--- config.mk ---
export PLATFORM = sky130hd
export DESIGN_NAME = bilinear_grid_upscaler_core
export DESIGN_NICKNAME = d
export VERILOG_FILES = /design/src/hdl/bgu_pkg.sv /design/src/hdl/bilinear_grid_upscaler_core.sv /design/src/hdl/bgu_ctrl.sv /design/src/hdl/bgu_datapath.sv
export SDC_FILE = /design/constraint.sdc
export NUM_CORES = 1
export LEC_CHECK = 0
export BUFFER_PORTS_ARGS = -buffer_cell sky130_fd_sc_hd__buf_2
export CAP_MARGIN = 20
export CELL_PAD_IN_SITES_DETAIL_PLACEMENT = 1
export CELL_PAD_IN_SITES_GLOBAL_PLACEMENT = 1
export CORE_ASPECT_RATIO = 0.9
export CORE_MARGIN = 2
export CORE_UTILIZATION = 48
export DETAILED_ROUTE_END_ITERATION = 12
export PLACE_DENSITY_LB_ADDON = 0.25
export SLEW_MARGIN = 20
export SYNTH_ARGS = -nofsm -noshare
export SYNTH_HDL_FRONTEND = slang
export SYNTH_SLANG_ARGS = --single-unit
--- constraint.sdc ---
create_clock -name clock -period 5.4 [get_ports clock]
set_input_delay 1.35 -clock clock [delete_from_list [all_inputs] [get_ports clock]]
set_output_delay 1.35 -clock clock [all_outputs]
set_load 0.02 [all_outputs]
--- src/hdl/bgu_pkg.sv ---
`timescale 1ns / 1ps
// -----------------------------------------------------------------------------
// bgu_pkg : shared types and constants for the bilinear grid upscaler
// Field widths, parameter defaults, controller state and the command and
// status words between controller and datapath.
// -----------------------------------------------------------------------------
package bgu_pkg;

   localparam int SAMPLE_W = 16;
   localparam int COORD_W  = 7;
   localparam int VALUE_W  = 24;
   localparam int FRAC_W   = 8;

   localparam int GRID_ROWS_DEF  = 20;
   localparam int GRID_COLS_DEF  = 20;
   localparam int SCALE_ROWS_DEF = 4;
   localparam int SCALE_COLS_DEF = 4;

   typedef enum logic [1:0] {
      CTL_IDLE,
      CTL_PREP,
      CTL_ISSUE
   } ctl_state_type;

   // controller to datapath
   typedef struct packed {
      logic accept;   // input word taken this cycle
      logic prep;     // load cell coefficients, tail write of the row store
      logic issue;    // push one (m,n) point into the pipeline
      logic row_end;  // current point is the last of its m row
      logic last;     // current point is the last of the cell
   } cmd_type;

   // datapath to controller
   typedef struct packed {
      logic cell_done; // last accepted word completes a cell
      logic adv;       // pipeline may advance this cycle
   } status_type;

endpackage

--- src/hdl/bilinear_grid_upscaler_core.sv ---
`timescale 1ns / 1ps
// -----------------------------------------------------------------------------
// bilinear_grid_upscaler_core : bilinear upscaler for a streamed sample grid
// Samples arrive row-major on req_*; each sample that closes a grid cell
// yields SCALE_ROWS*SCALE_COLS interpolated Q.8 words on rsp_*.
// -----------------------------------------------------------------------------
// Usage
//  - req_valid/req_sample carry one grid sample per word; req_stall high
//    means the word is held. rsp_* carries one interpolated point per word,
//    m-major then n, with last_of_run on the final point of a cell.
//  - A sample in the first row or first column only fills the row store.
//    A sample that closes cell (i,j) is first accepted, then the cell
//    coefficients are loaded, then one point per cycle, unless rsp_stall
//    holds the pipeline, is issued into a three stage pipeline
//    (numerator, reciprocal multiply, result register).
//  - The first point shows on rsp_valid once it has passed the pipeline
//    stages; the next sample may be accepted while the tail drains.
//  - rsp_stall with rsp_valid high freezes the whole pipeline and holds the
//    output word; issue pauses with it, so nothing is lost.
//  - Reset returns the position to (0,0) and empties the pipeline. The row
//    store is not cleared; it is always written before it is read.
//  - The position wraps to (0,0) after the last sample of the grid.
// -----------------------------------------------------------------------------
module bilinear_grid_upscaler_core #(
   parameter int GRID_ROWS  = bgu_pkg::GRID_ROWS_DEF,
   parameter int GRID_COLS  = bgu_pkg::GRID_COLS_DEF,
   parameter int SCALE_ROWS = bgu_pkg::SCALE_ROWS_DEF,
   parameter int SCALE_COLS = bgu_pkg::SCALE_COLS_DEF
) (
   input  logic                                clock,
   input  logic                                reset,
   input  logic                                req_valid,
   output logic                                req_stall,
   input  logic signed [bgu_pkg::SAMPLE_W-1:0] req_sample,
   output logic                                rsp_valid,
   input  logic                                rsp_stall,
   output logic [bgu_pkg::COORD_W-1:0]         rsp_out_row,
   output logic [bgu_pkg::COORD_W-1:0]         rsp_out_col,
   output logic signed [bgu_pkg::VALUE_W-1:0]  rsp_value_q8,
   output logic                                rsp_last_of_run
);
   import bgu_pkg::*;

   // point counter widths; a scale of one still keeps a one bit counter
   localparam int MW = (SCALE_ROWS > 1) ? $clog2(SCALE_ROWS) : 1;
   localparam int NW = (SCALE_COLS > 1) ? $clog2(SCALE_COLS) : 1;

   cmd_type       cmd;
   status_type    status;
   logic [MW-1:0] m_idx;
   logic [NW-1:0] n_idx;

   // sequencing: accept, coefficient load, point issue
   bgu_ctrl #(
      .SCALE_ROWS (SCALE_ROWS),
      .SCALE_COLS (SCALE_COLS),
      .MW         (MW),
      .NW         (NW)
   ) u_ctrl (
      .clock     (clock),
      .reset     (reset),
      .req_valid (req_valid),
      .req_stall (req_stall),
      .status    (status),
      .cmd       (cmd),
      .m_idx     (m_idx),
      .n_idx     (n_idx)
   );

   // row store, corners and the interpolation pipeline
   bgu_datapath #(
      .GRID_ROWS  (GRID_ROWS),
      .GRID_COLS  (GRID_COLS),
      .SCALE_ROWS (SCALE_ROWS),
      .SCALE_COLS (SCALE_COLS),
      .MW         (MW),
      .NW         (NW)
   ) u_datapath (
      .clock           (clock),
      .reset           (reset),
      .cmd             (cmd),
      .m_idx           (m_idx),
      .n_idx           (n_idx),
      .status          (status),
      .req_sample      (req_sample),
      .rsp_valid       (rsp_valid),
      .rsp_stall       (rsp_stall),
      .rsp_out_row     (rsp_out_row),
      .rsp_out_col     (rsp_out_col),
      .rsp_value_q8    (rsp_value_q8),
      .rsp_last_of_run (rsp_last_of_run)
   );

endmodule

--- src/hdl/bgu_ctrl.sv ---
`timescale 1ns / 1ps
// -----------------------------------------------------------------------------
// bgu_ctrl : sequencing controller
// Takes input words, steps through the m/n points of a completed cell and
// paces issue against the datapath pipeline.
// -----------------------------------------------------------------------------
module bgu_ctrl #(
   parameter int SCALE_ROWS = bgu_pkg::SCALE_ROWS_DEF,
   parameter int SCALE_COLS = bgu_pkg::SCALE_COLS_DEF,
   parameter int MW         = 2,
   parameter int NW         = 2
) (
   input  logic                clock,
   input  logic                reset,
   input  logic                req_valid,
   output logic                req_stall,
   input  bgu_pkg::status_type status,
   output bgu_pkg::cmd_type    cmd,
   output logic [MW-1:0]       m_idx,
   output logic [NW-1:0]       n_idx
);
   import bgu_pkg::*;

   localparam logic [MW-1:0] M_LAST = MW'(SCALE_ROWS - 1);
   localparam logic [NW-1:0] N_LAST = NW'(SCALE_COLS - 1);

   ctl_state_type state_ff, state_in;
   logic [MW-1:0] m_ff, m_in;
   logic [NW-1:0] n_ff, n_in;

   always_ff @(posedge clock) begin
      if (reset) begin
         state_ff <= CTL_IDLE;
         m_ff     <= '0;
         n_ff     <= '0;
      end else begin
         state_ff <= state_in;
         m_ff     <= m_in;
         n_ff     <= n_in;
      end
   end

   always_comb begin
      state_in    = state_ff;
      m_in        = m_ff;
      n_in        = n_ff;
      cmd.accept  = 1'b0;
      cmd.prep    = 1'b0;
      cmd.issue   = 1'b0;
      cmd.row_end = (n_ff == N_LAST);
      cmd.last    = (n_ff == N_LAST) && (m_ff == M_LAST);
      req_stall   = (state_ff != CTL_IDLE);
      case (state_ff)
         CTL_IDLE: begin
            if (req_valid) begin
               cmd.accept = 1'b1;
               state_in   = CTL_PREP;
            end
         end
         CTL_PREP: begin
            cmd.prep = 1'b1;
            m_in     = '0;
            n_in     = '0;
            state_in = status.cell_done ? CTL_ISSUE : CTL_IDLE;
         end
         CTL_ISSUE: begin
            if (status.adv) begin
               cmd.issue = 1'b1;
               if (cmd.row_end) begin
                  n_in = '0;
                  m_in = m_ff + 1'b1;
               end else begin
                  n_in = n_ff + 1'b1;
               end
               if (cmd.last) begin
                  state_in = CTL_IDLE;
               end
            end
         end
         default: begin
            state_in = CTL_IDLE;
         end
      endcase
   end

   assign m_idx = m_ff;
   assign n_idx = n_ff;

endmodule

--- src/hdl/bgu_datapath.sv ---
`timescale 1ns / 1ps
// -----------------------------------------------------------------------------
// bgu_datapath : row store, corner registers and interpolation pipeline
// Incremental numerator, floored division by the cell area through a
// reciprocal multiply, and the output register.
// -----------------------------------------------------------------------------
module bgu_datapath #(
   parameter int GRID_ROWS  = bgu_pkg::GRID_ROWS_DEF,
   parameter int GRID_COLS  = bgu_pkg::GRID_COLS_DEF,
   parameter int SCALE_ROWS = bgu_pkg::SCALE_ROWS_DEF,
   parameter int SCALE_COLS = bgu_pkg::SCALE_COLS_DEF,
   parameter int MW         = 2,
   parameter int NW         = 2
) (
   input  logic                                 clock,
   input  logic                                 reset,
   input  bgu_pkg::cmd_type                     cmd,
   input  logic [MW-1:0]                        m_idx,
   input  logic [NW-1:0]                        n_idx,
   output bgu_pkg::status_type                  status,
   input  logic signed [bgu_pkg::SAMPLE_W-1:0]  req_sample,
   output logic                                 rsp_valid,
   input  logic                                 rsp_stall,
   output logic [bgu_pkg::COORD_W-1:0]          rsp_out_row,
   output logic [bgu_pkg::COORD_W-1:0]          rsp_out_col,
   output logic signed [bgu_pkg::VALUE_W-1:0]   rsp_value_q8,
   output logic                                 rsp_last_of_run
);
   import bgu_pkg::*;

   localparam int AREA  = SCALE_ROWS * SCALE_COLS;
   localparam int LOG_A = $clog2(AREA);
   localparam int NUM_W = SAMPLE_W + 2 + LOG_A;
   localparam int TQ_W  = NUM_W + FRAC_W;
   localparam int DIV_W = NUM_W + 7;
   localparam int PRD_W = 2 * DIV_W + 1;
   localparam int QW    = PRD_W - DIV_W - LOG_A;
   localparam int CW    = $clog2(GRID_COLS);
   localparam int RW    = $clog2(GRID_ROWS);

   localparam longint unsigned RECIP =
      ((64'd1 << (DIV_W + LOG_A)) + 64'(AREA) - 64'd1) / 64'(AREA);
   localparam logic [DIV_W:0]          RECIP_C = RECIP[DIV_W:0];
   localparam logic signed [NUM_W-1:0] SX      = NUM_W'(SCALE_ROWS);
   localparam logic signed [NUM_W-1:0] SY      = NUM_W'(SCALE_COLS);
   localparam logic [CW-1:0]           COL_END = CW'(GRID_COLS - 1);
   localparam logic [RW-1:0]           ROW_END = RW'(GRID_ROWS - 1);

   // row store and sample history
   logic signed [SAMPLE_W-1:0] row_mem [GRID_COLS];
   logic signed [SAMPLE_W-1:0] top_ff, top_prev_ff, v2_ff, v3_ff;
   logic [CW-1:0]              col_pos_ff, col_pos_in;
   logic [RW-1:0]              row_pos_ff, row_pos_in;
   logic [CW-1:0]              wr_addr;
   logic                       cell_ff, tail_ff;
   logic [COORD_W-1:0]         cell_row_ff, cell_col_ff;

   // cell coefficients and numerator walk
   logic signed [NUM_W-1:0] d_ff, yb_ff, step_ff, base_ff, acc_ff;
   logic signed [NUM_W-1:0] d_in, a_ext, b_ext;

   // pipeline
   logic                       adv;
   logic                       vld1_ff, vld2_ff, out_vld_ff;
   logic [DIV_W-1:0]           x1_ff;
   logic                       neg1_ff, neg2_ff;
   logic [COORD_W-1:0]         row1_ff, col1_ff, row2_ff, col2_ff;
   logic                       last1_ff, last2_ff;
   logic signed [SAMPLE_W-1:0] v1_1_ff, v1_2_ff;
   logic [PRD_W-1:0]           prod2_ff;
   logic signed [TQ_W-1:0]     t_s;
   logic [TQ_W-1:0]            mag;
   logic [QW-1:0]              quo;
   logic signed [TQ_W-1:0]     val;
   logic [COORD_W-1:0]         out_row_ff, out_col_ff;
   logic signed [VALUE_W-1:0]  out_val_ff;
   logic                       out_last_ff;

   assign wr_addr = col_pos_ff - 1'b1;

   always_comb begin
      col_pos_in = col_pos_ff + 1'b1;
      row_pos_in = row_pos_ff;
      if (col_pos_ff == COL_END) begin
         col_pos_in = '0;
         row_pos_in = (row_pos_ff == ROW_END) ? '0 : row_pos_ff + 1'b1;
      end
   end

   always_ff @(posedge clock) begin
      if (reset) begin
         col_pos_ff <= '0;
         row_pos_ff <= '0;
         cell_ff    <= 1'b0;
         tail_ff    <= 1'b0;
      end else if (cmd.accept) begin
         col_pos_ff <= col_pos_in;
         row_pos_ff <= row_pos_in;
         cell_ff    <= (row_pos_ff != '0) && (col_pos_ff != '0);
         tail_ff    <= (col_pos_ff == COL_END);
      end
   end

   // row store: read the entry above at accept, write back one column late
   always_ff @(posedge clock) begin
      if (cmd.accept) begin
         top_ff <= row_mem[col_pos_ff];
         if (col_pos_ff != '0) begin
            row_mem[wr_addr] <= v3_ff;
         end
      end else if (cmd.prep && tail_ff) begin
         row_mem[COL_END] <= v3_ff;
      end
   end

   always_ff @(posedge clock) begin
      if (cmd.accept) begin
         top_prev_ff <= top_ff;
         v2_ff       <= v3_ff;
         v3_ff       <= req_sample;
         cell_row_ff <= COORD_W'((int'(row_pos_ff) - 1) * SCALE_ROWS);
         cell_col_ff <= COORD_W'((int'(col_pos_ff) - 1) * SCALE_COLS);
      end
   end

   // V1 = top_prev, V2 = v2, V3 = v3, V4 = top
   always_comb begin
      d_in  = NUM_W'(v3_ff) - NUM_W'(top_ff) - NUM_W'(v2_ff) + NUM_W'(top_prev_ff);
      a_ext = NUM_W'(top_ff) - NUM_W'(top_prev_ff);
      b_ext = NUM_W'(v2_ff) - NUM_W'(top_prev_ff);
   end

   // numerator steps by m*D + X*A along n, rows start at m*Y*B
   always_ff @(posedge clock) begin
      if (cmd.prep) begin
         d_ff    <= d_in;
         yb_ff   <= b_ext * SY;
         step_ff <= a_ext * SX;
         base_ff <= '0;
         acc_ff  <= '0;
      end else if (cmd.issue) begin
         if (cmd.row_end) begin
            acc_ff  <= base_ff + yb_ff;
            base_ff <= base_ff + yb_ff;
            step_ff <= step_ff + d_ff;
         end else begin
            acc_ff  <= acc_ff + step_ff;
         end
      end
   end

   assign adv = !out_vld_ff || !rsp_stall;

   // stage 1: scale by 256, magnitude with floor bias for negatives
   always_comb begin
      t_s = TQ_W'(acc_ff) <<< FRAC_W;
      if (acc_ff[NUM_W-1]) begin
         mag = (TQ_W'(0) - t_s) + TQ_W'(AREA - 1);
      end else begin
         mag = t_s;
      end
   end

   always_ff @(posedge clock) begin
      if (cmd.issue) begin
         x1_ff    <= mag[DIV_W-1:0];
         neg1_ff  <= acc_ff[NUM_W-1];
         row1_ff  <= cell_row_ff + COORD_W'(m_idx);
         col1_ff  <= cell_col_ff + COORD_W'(n_idx);
         last1_ff <= cmd.last;
         v1_1_ff  <= top_prev_ff;
      end
   end

   // stage 2: reciprocal multiply
   always_ff @(posedge clock) begin
      if (adv && vld1_ff) begin
         prod2_ff <= x1_ff * RECIP_C;
         neg2_ff  <= neg1_ff;
         row2_ff  <= row1_ff;
         col2_ff  <= col1_ff;
         last2_ff <= last1_ff;
         v1_2_ff  <= v1_1_ff;
      end
   end

   // stage 3: quotient, sign, add the V1 corner
   always_comb begin
      quo = prod2_ff[PRD_W-1:DIV_W+LOG_A];
      val = (TQ_W'(v1_2_ff) <<< FRAC_W)
          + (neg2_ff ? (TQ_W'(0) - TQ_W'(quo)) : TQ_W'(quo));
   end

   always_ff @(posedge clock) begin
      if (adv && vld2_ff) begin
         out_row_ff  <= row2_ff;
         out_col_ff  <= col2_ff;
         out_val_ff  <= val[VALUE_W-1:0];
         out_last_ff <= last2_ff;
      end
   end

   always_ff @(posedge clock) begin
      if (reset) begin
         vld1_ff    <= 1'b0;
         vld2_ff    <= 1'b0;
         out_vld_ff <= 1'b0;
      end else if (adv) begin
         vld1_ff    <= cmd.issue;
         vld2_ff    <= vld1_ff;
         out_vld_ff <= vld2_ff;
      end
   end

   assign status.cell_done = cell_ff;
   assign status.adv       = adv;
   assign rsp_valid        = out_vld_ff;
   assign rsp_out_row      = out_row_ff;
   assign rsp_out_col      = out_col_ff;
   assign rsp_value_q8     = out_val_ff;
   assign rsp_last_of_run  = out_last_ff;

endmodule
== Word-level counts from Yosys, hierarchy flattened ==
Memory sizes are Yosys's and may differ from the RTL's. A register that Yosys moved wholly into a read port is not among the register bits.
Index checks and enable logic that the tools add are counted.

* Memories: 1
* Output and inout port bits: 41
* Memory bits (writable): 320
* Word-level logic and storage cells: 125
* Register bits: 346

{| class="wikitable"
|+ Memories
! memory !! words !! bits a word !! rd ports !! clocked after memory_dff !! write ports !! line !! text
|-
| u_datapath.row_mem || 20 || 16 || 1 || 1 || 1 || bgu_datapath.sv:50 || <nowiki>logic signed [SAMPLE_W-1:0] row_mem [GRID_COLS];</nowiki>
|}

* Add/subtract/negate cells: 21
* Reduce and logical (&&, ||, !) cells: 22
* Eq/ne operators: 10
* Muxes and demuxes: 33

{| class="wikitable"
|+ Operators with widths
! cell !! number
|-
| $mux 22 || 4
|-
| $add 22x22->22 || 3
|-
| $sub 16x16->17 || 3
|-
| $add 28x5->28 const B || 1
|-
| $mux 28 || 1
|-
| $sub 1x28->28 const A || 1
|-
| $add 24x24->24 || 1
|-
| $mux 24 || 1
|-
| $sub 1x24->24 const A || 1
|-
| $add 22x16->22 || 1
|-
| $sub 17x16->18 || 1
|-
| $mux 16 || 1
|-
| $mux 2 || 8
|-
| $reduce_or 16->1 || 1
|-
| $mux 5 || 3
|-
| $sub 5x1->5 const B || 3
|-
| $add 7x2->7 || 2
|-
| $mux 1 || 12
|-
| $add 5x1->5 const B || 2
|-
| $eq 5x5->1 const B || 2
|-
| $reduce_bool 5->1 || 2
|-
| $pmux 2 s2 || 2
|-
| $reduce_and 2->1 || 4
|-
| $reduce_bool 2->1 || 4
|-
| 11 further kinds || 22
|}

== Logic depth before layout (Yosys ltp) ==
* Depth in word-level cells: 8
* Mapped depth: 22
* Depth with buffers taken out: 22

== Modules after synthesis ==
From an unflattened synthesis, not the netlist that was laid out.

* Cells, all modules: 2024
* Area total of the unflattened synthesis: 30022.5 um^2

{| class="wikitable"
|+ By module, submodules not included
! module !! times used !! area each (um^2) !! cells an instance
|-
| bgu_datapath || 1 || 29728.5 || 1991
|-
| bgu_ctrl || 1 || 294.0 || 33
|}

== Worst setup path before layout ==
Ideal clock, no wire load.

* Kind: register -> register
* From: reg u_datapath.v3_ff[0]
* To: reg u_datapath.d_ff[17] (data pin)
* Cell stages (with the launch flop): 22
* Setup time: 258 ps
* Required time: 5142 ps
* Arrival: 4727 ps
* Slack: 416 ps
* Path buffers: 0
* Cell sequence: edfxtp_1 fa_1 inv_1 ha_1 or2_2 fa_1 a21o_1 a21o_1 a32oi_1 nand2_1 a21oi_1 xnor2_1 ha_1 a21o_1 a21oi_1 inv_1 a311oi_1 o21ai_0 a211oi_1 o21bai_1 a21oi_1 xnor2_1

* Cells in the longest elaborated chain, start to end: 3

{| class="wikitable"
|+ Ends and longest elaborated chain
! element !! line !! text
|-
| from (decl) || bgu_datapath.sv:51 || <nowiki>logic signed [SAMPLE_W-1:0] top_ff, top_prev_ff, v2_ff, v3_ff;</nowiki>
|-
| from (signal assigned) || bgu_datapath.sv:120 || <nowiki>v3_ff <= req_sample;</nowiki>
|-
| $sub 16x16->17 || bgu_datapath.sv:128 || <nowiki>d_in = NUM_W'(v3_ff) - NUM_W'(top_ff) - NUM_W'(v2_ff) + NUM_W'(top_prev_ff);</nowiki>
|-
| $sub 17x16->18 || bgu_datapath.sv:128 ||
|-
| $add 22x16->22 || bgu_datapath.sv:128 ||
|-
| via u_datapath.d_in[17] || bgu_datapath.sv:60 || <nowiki>logic signed [NUM_W-1:0] d_in, a_ext, b_ext;</nowiki>
|-
| to (signal assigned) || bgu_datapath.sv:136 || <nowiki>d_ff <= d_in;</nowiki>
|-
| to (decl) || bgu_datapath.sv:59 || <nowiki>logic signed [NUM_W-1:0] d_ff, yb_ff, step_ff, base_ff, acc_ff;</nowiki>
|}

The timed path passes the listed nets, and every way through them passes these cells.
A chain may end at the register's enable or synchronous reset.

== Final worst setup path ==
Same ends and word-level chain as after synthesis.

==> flow_summary.toml <==
[outcome]
outcome = "finished clean"

[synthesis]
ys_ff_latch = 657
syn_area_mm2 = 0.0306
synth_edf_count = 592
synth_cell_type_count = 79
yosysWarnings = 0
async_flop_share = 0
syn_area_per_cell_um2 = 14.6
ys_seq_area_frac = 0.624
synthFlopType = "edfxtp_1"
yosysTopAreaCell = "edfxtp_1"
synth_top_area_frac = 0.582
synthCells = 2100
synth.area.top_cells = "edfxtp_1 (58%), mux4_2 (7.1%), ha_1 (6.3%)"

[min_path]
hp-class = "reg2reg"
hold_path_depth = 0
min_to = "u_datapath.prod2_ff[49]"
holdCritStartpoint = "u_datapath.x1_ff[20]"

[clocking]
htreeDepth = 3
cts.path.max_buffers = 3
clk_latency_ns = 0.60
root_buffer = "clkbuf_16"
cts_tree = "done"
cts_buffers = 70
clk_pin_slew_ns = 0.06
cts_sinks = 657
hold_buffers = 0

[pwr]
vdd_drop_max_v = 0.000274
combPwrFrac = 0.143
power.density_mw_per_mm2 = 355
seq_power_share = 0.479
internal_power_w = 0.00908
power.switching_w = 0.00307
finalPower_w = 0.0121
swShare = 0.253
leakagePower_nw = 12.5
clockPowerShare = 0.378

[global_route]
grt_pass1_vias = 19400
grt_max_degree = 69
antenna_found_initial = 2
grt-ovfl-total = 0
grt_util_all_layers = 0.222
grt_pass1_wl_um = 112000

[finish]
final_common_cell = "edfxtp_1"
area_growth_syn_to_layout_pct = 12.1
mostFrequentLayoutCells = "edfxtp_1 (592), ha_1 (155), a21oi_1 (123)"
stdcell_area_mm2 = 0.0343
drive_gt1_frac = 0.154
nets = 2419
final_core_util = 0.545
diodes = 0

[critical_path]
r2r-end = "u_datapath.d_ff[17]"
cp-end-kind = "flip-flop"
worstSetupPathType = "reg2reg"
critPathLaunchType = "flip-flop"
crit_fanout = 4
arrival_ns = 5.47
cp_slowest_cell = "fa_1"
regToRegSetupSlack_ns = 0.28
crit_chain = "fa_1, inv_1, ha_1, or2_2, fa_1, a21o_1, a21o_1, a32oi_2, nand2_1, a21oi_1, xnor2_1, ha_1, a21o_1, a21oi_2, inv_1, a311oi_2, o21ai_1, a211oi_2, o21bai_1, a21oi_1, xnor2_1"
critPathMaxStageDelay_ns = 0.60
r2r_start = "u_datapath.v3_ff[0]"
cpMostUsedCell = "a21o_1"
required_ns = 5.75
r2r_cells = 21

[place]
routabilityCongestion = 0.829
dp_hpwl_um = 50200
portBuffers = 56
dpl_cell_area_mm2 = 0.0321

[floorplanning]
die_w_um = 270
initial_core_util = 0.487
fp-row-count = 87
ios = 61
die_h_um = 243
die_area_mm2 = 0.0657
coreArea_mm2 = 0.0628

[timing]
worst_slew_pin_slew_ns = 1.03
finalHoldViolations = 0
min_period_ns = 5.12
fin_crit_sh = 0.947
setup_viol = 0
fmax_ghz = 0.195
finClkSkew_ns = 0.0206
slew_violations = 0
relSlewSlack = 0.313

[routing]
route.detailed.drc = 0
drtIter0Drc = 1199
wire_per_inst_um = 23.3
avgViaCountPerCell = 5.83
vias = 18200
drt_first_pass_iters = 4
antenna_left = 0
wl_um = 72800

[job]
maxCapViolCount = 0
## cell type report
type | instances | area [um^2]
fillers | 6066 | 28500
flip-flops and latches | 657 | 19100
multi-input cells | 1287 | 10900
clock buffers | 81 | 1860
well taps | 845 | 1060
repair buffers | 106 | 656
inverters | 99 | 373
clock inverters | 42 | 312
## timing repair
item	in CTS	in global routing
buffers inserted	0	0
setup endpoints to repair	0	6
gates resized for setup	0	6
## worst max-delay path by stage
| stage | from | end | slack [ns] | depth (start not counted) |
|---|---|---|---|---|
| 2_1_floorplan | u_datapath.v3_ff[0] | u_datapath.d_ff[17] | 0.42 | 21 |
| 4_1_cts | u_datapath.v3_ff[0] | u_datapath.d_ff[17] | 0.13 | 21 |
| 3_3_place_gp | u_datapath.v3_ff[0] | u_datapath.d_ff[17] | 0.16 | 21 |
| 6_report | u_datapath.v3_ff[0] | u_datapath.d_ff[17] | 0.28 | 21 |
| 3_5_place_dp | u_datapath.v3_ff[0] | u_datapath.d_ff[17] | 0.16 | 21 |
| 5_1_grt | u_datapath.v3_ff[0] | u_datapath.d_ff[17] | -0.02 | 21 |
## routing by layer
layer	vias up	global-route usage	routed length [um]	share of wire
met5	-	0	0	0
met4	0	0.0745	2120	0.029
met3	140	0.0309	3300	0.045
met2	440	0.375	35500	0.49
met1	9322	0.298	31900	0.44
li1	8281	-	-	-
## cell usage after synthesis, types with 11 or more instances
cell type	n
a21oi_1	124
clkbuf_1	43
o22ai_1	15
o31ai_1	11
dfxtp_1	65
mux2_2	16
mux4_2	96
a21o_1	54
nor3_1	34
xnor2_1	107
nand3_1	33
inv_1	96
o21a_1	17
xor2_1	61
edfxtp_1	592
or3_1	13
buf_1	13
nor2b_1	18
nor2_1	111
nand2_1	120
and3_1	12
a31oi_1	11
o21ai_0	82
ha_1	155
nand2b_1	19
fa_1	23
o21bai_1	11
## state kept, by name (all words and copies together), names as in the netlist, 16 cells and up
| register | flops |
|---|---|
| u_datapath.row_mem | 320 |
| u_datapath.acc_ff | 22 |
| u_datapath.d_ff | 22 |
| u_datapath.step_ff | 22 |
| u_datapath.base_ff | 20 |
| u_datapath.prod2_ff | 20 |
| u_datapath.rsp_value_q8 | 20 |
| u_datapath.x1_ff | 20 |
| u_datapath.yb_ff | 17 |
| u_datapath.top_ff | 16 |
| u_datapath.top_prev_ff | 16 |
| u_datapath.v1_1_ff | 16 |
| u_datapath.v1_2_ff | 16 |
| u_datapath.v2_ff | 16 |
| u_datapath.v3_ff | 16 |
## power groups by stage
stage	clock network (W)	logic [W]	registers, W
after global placement	0	0.00163	0.00592
after CTS	0.00471	0.00171	0.00582
after floorplan	0	0.00131	0.00586
after detailed placement	0	0.00170	0.00592
final	0.00460	0.00174	0.00581
after global routing	0.00488	0.00192	0.00583
## cells by family after synthesis
family,Yosys count,synth area share
other cells,1,0.000123
flops,657,0.624
buf+inv,159,0.0200
simple gates,412,0.0651
mux,115,0.0776
compound gates,410,0.0864
fa+ha+maj,178,0.0785
xor+xnor,168,0.0481
## through the flow
stage	cells	hold WS, ns	TNS (ns)	setup slack (ns)
after floorplan	2103	0.400	0	0.416
after global routing	3117	0.422	-0.0162	-0.0162
after global placement	2994	0.401	0	0.161
after detailed placement	2994	0.406	0	0.163
after CTS	3117	0.419	0	0.127
final	3117	0.417	0	0.284
## worst max-delay path, delay by kind of cell, from the launching register on
family | cells | cell delay [ns]
AOI/OAI and AO/OA | 11 | 2.20
xor gates and xnor gates | 2 | 0.23
and+or+nand+nor | 2 | 0.37
buffers and inverters | 2 | 0.15
adders and majority gates | 4 | 1.52
DFF | 1 | 0.41
Note: power is estimated with default switching activity, not from simulation.
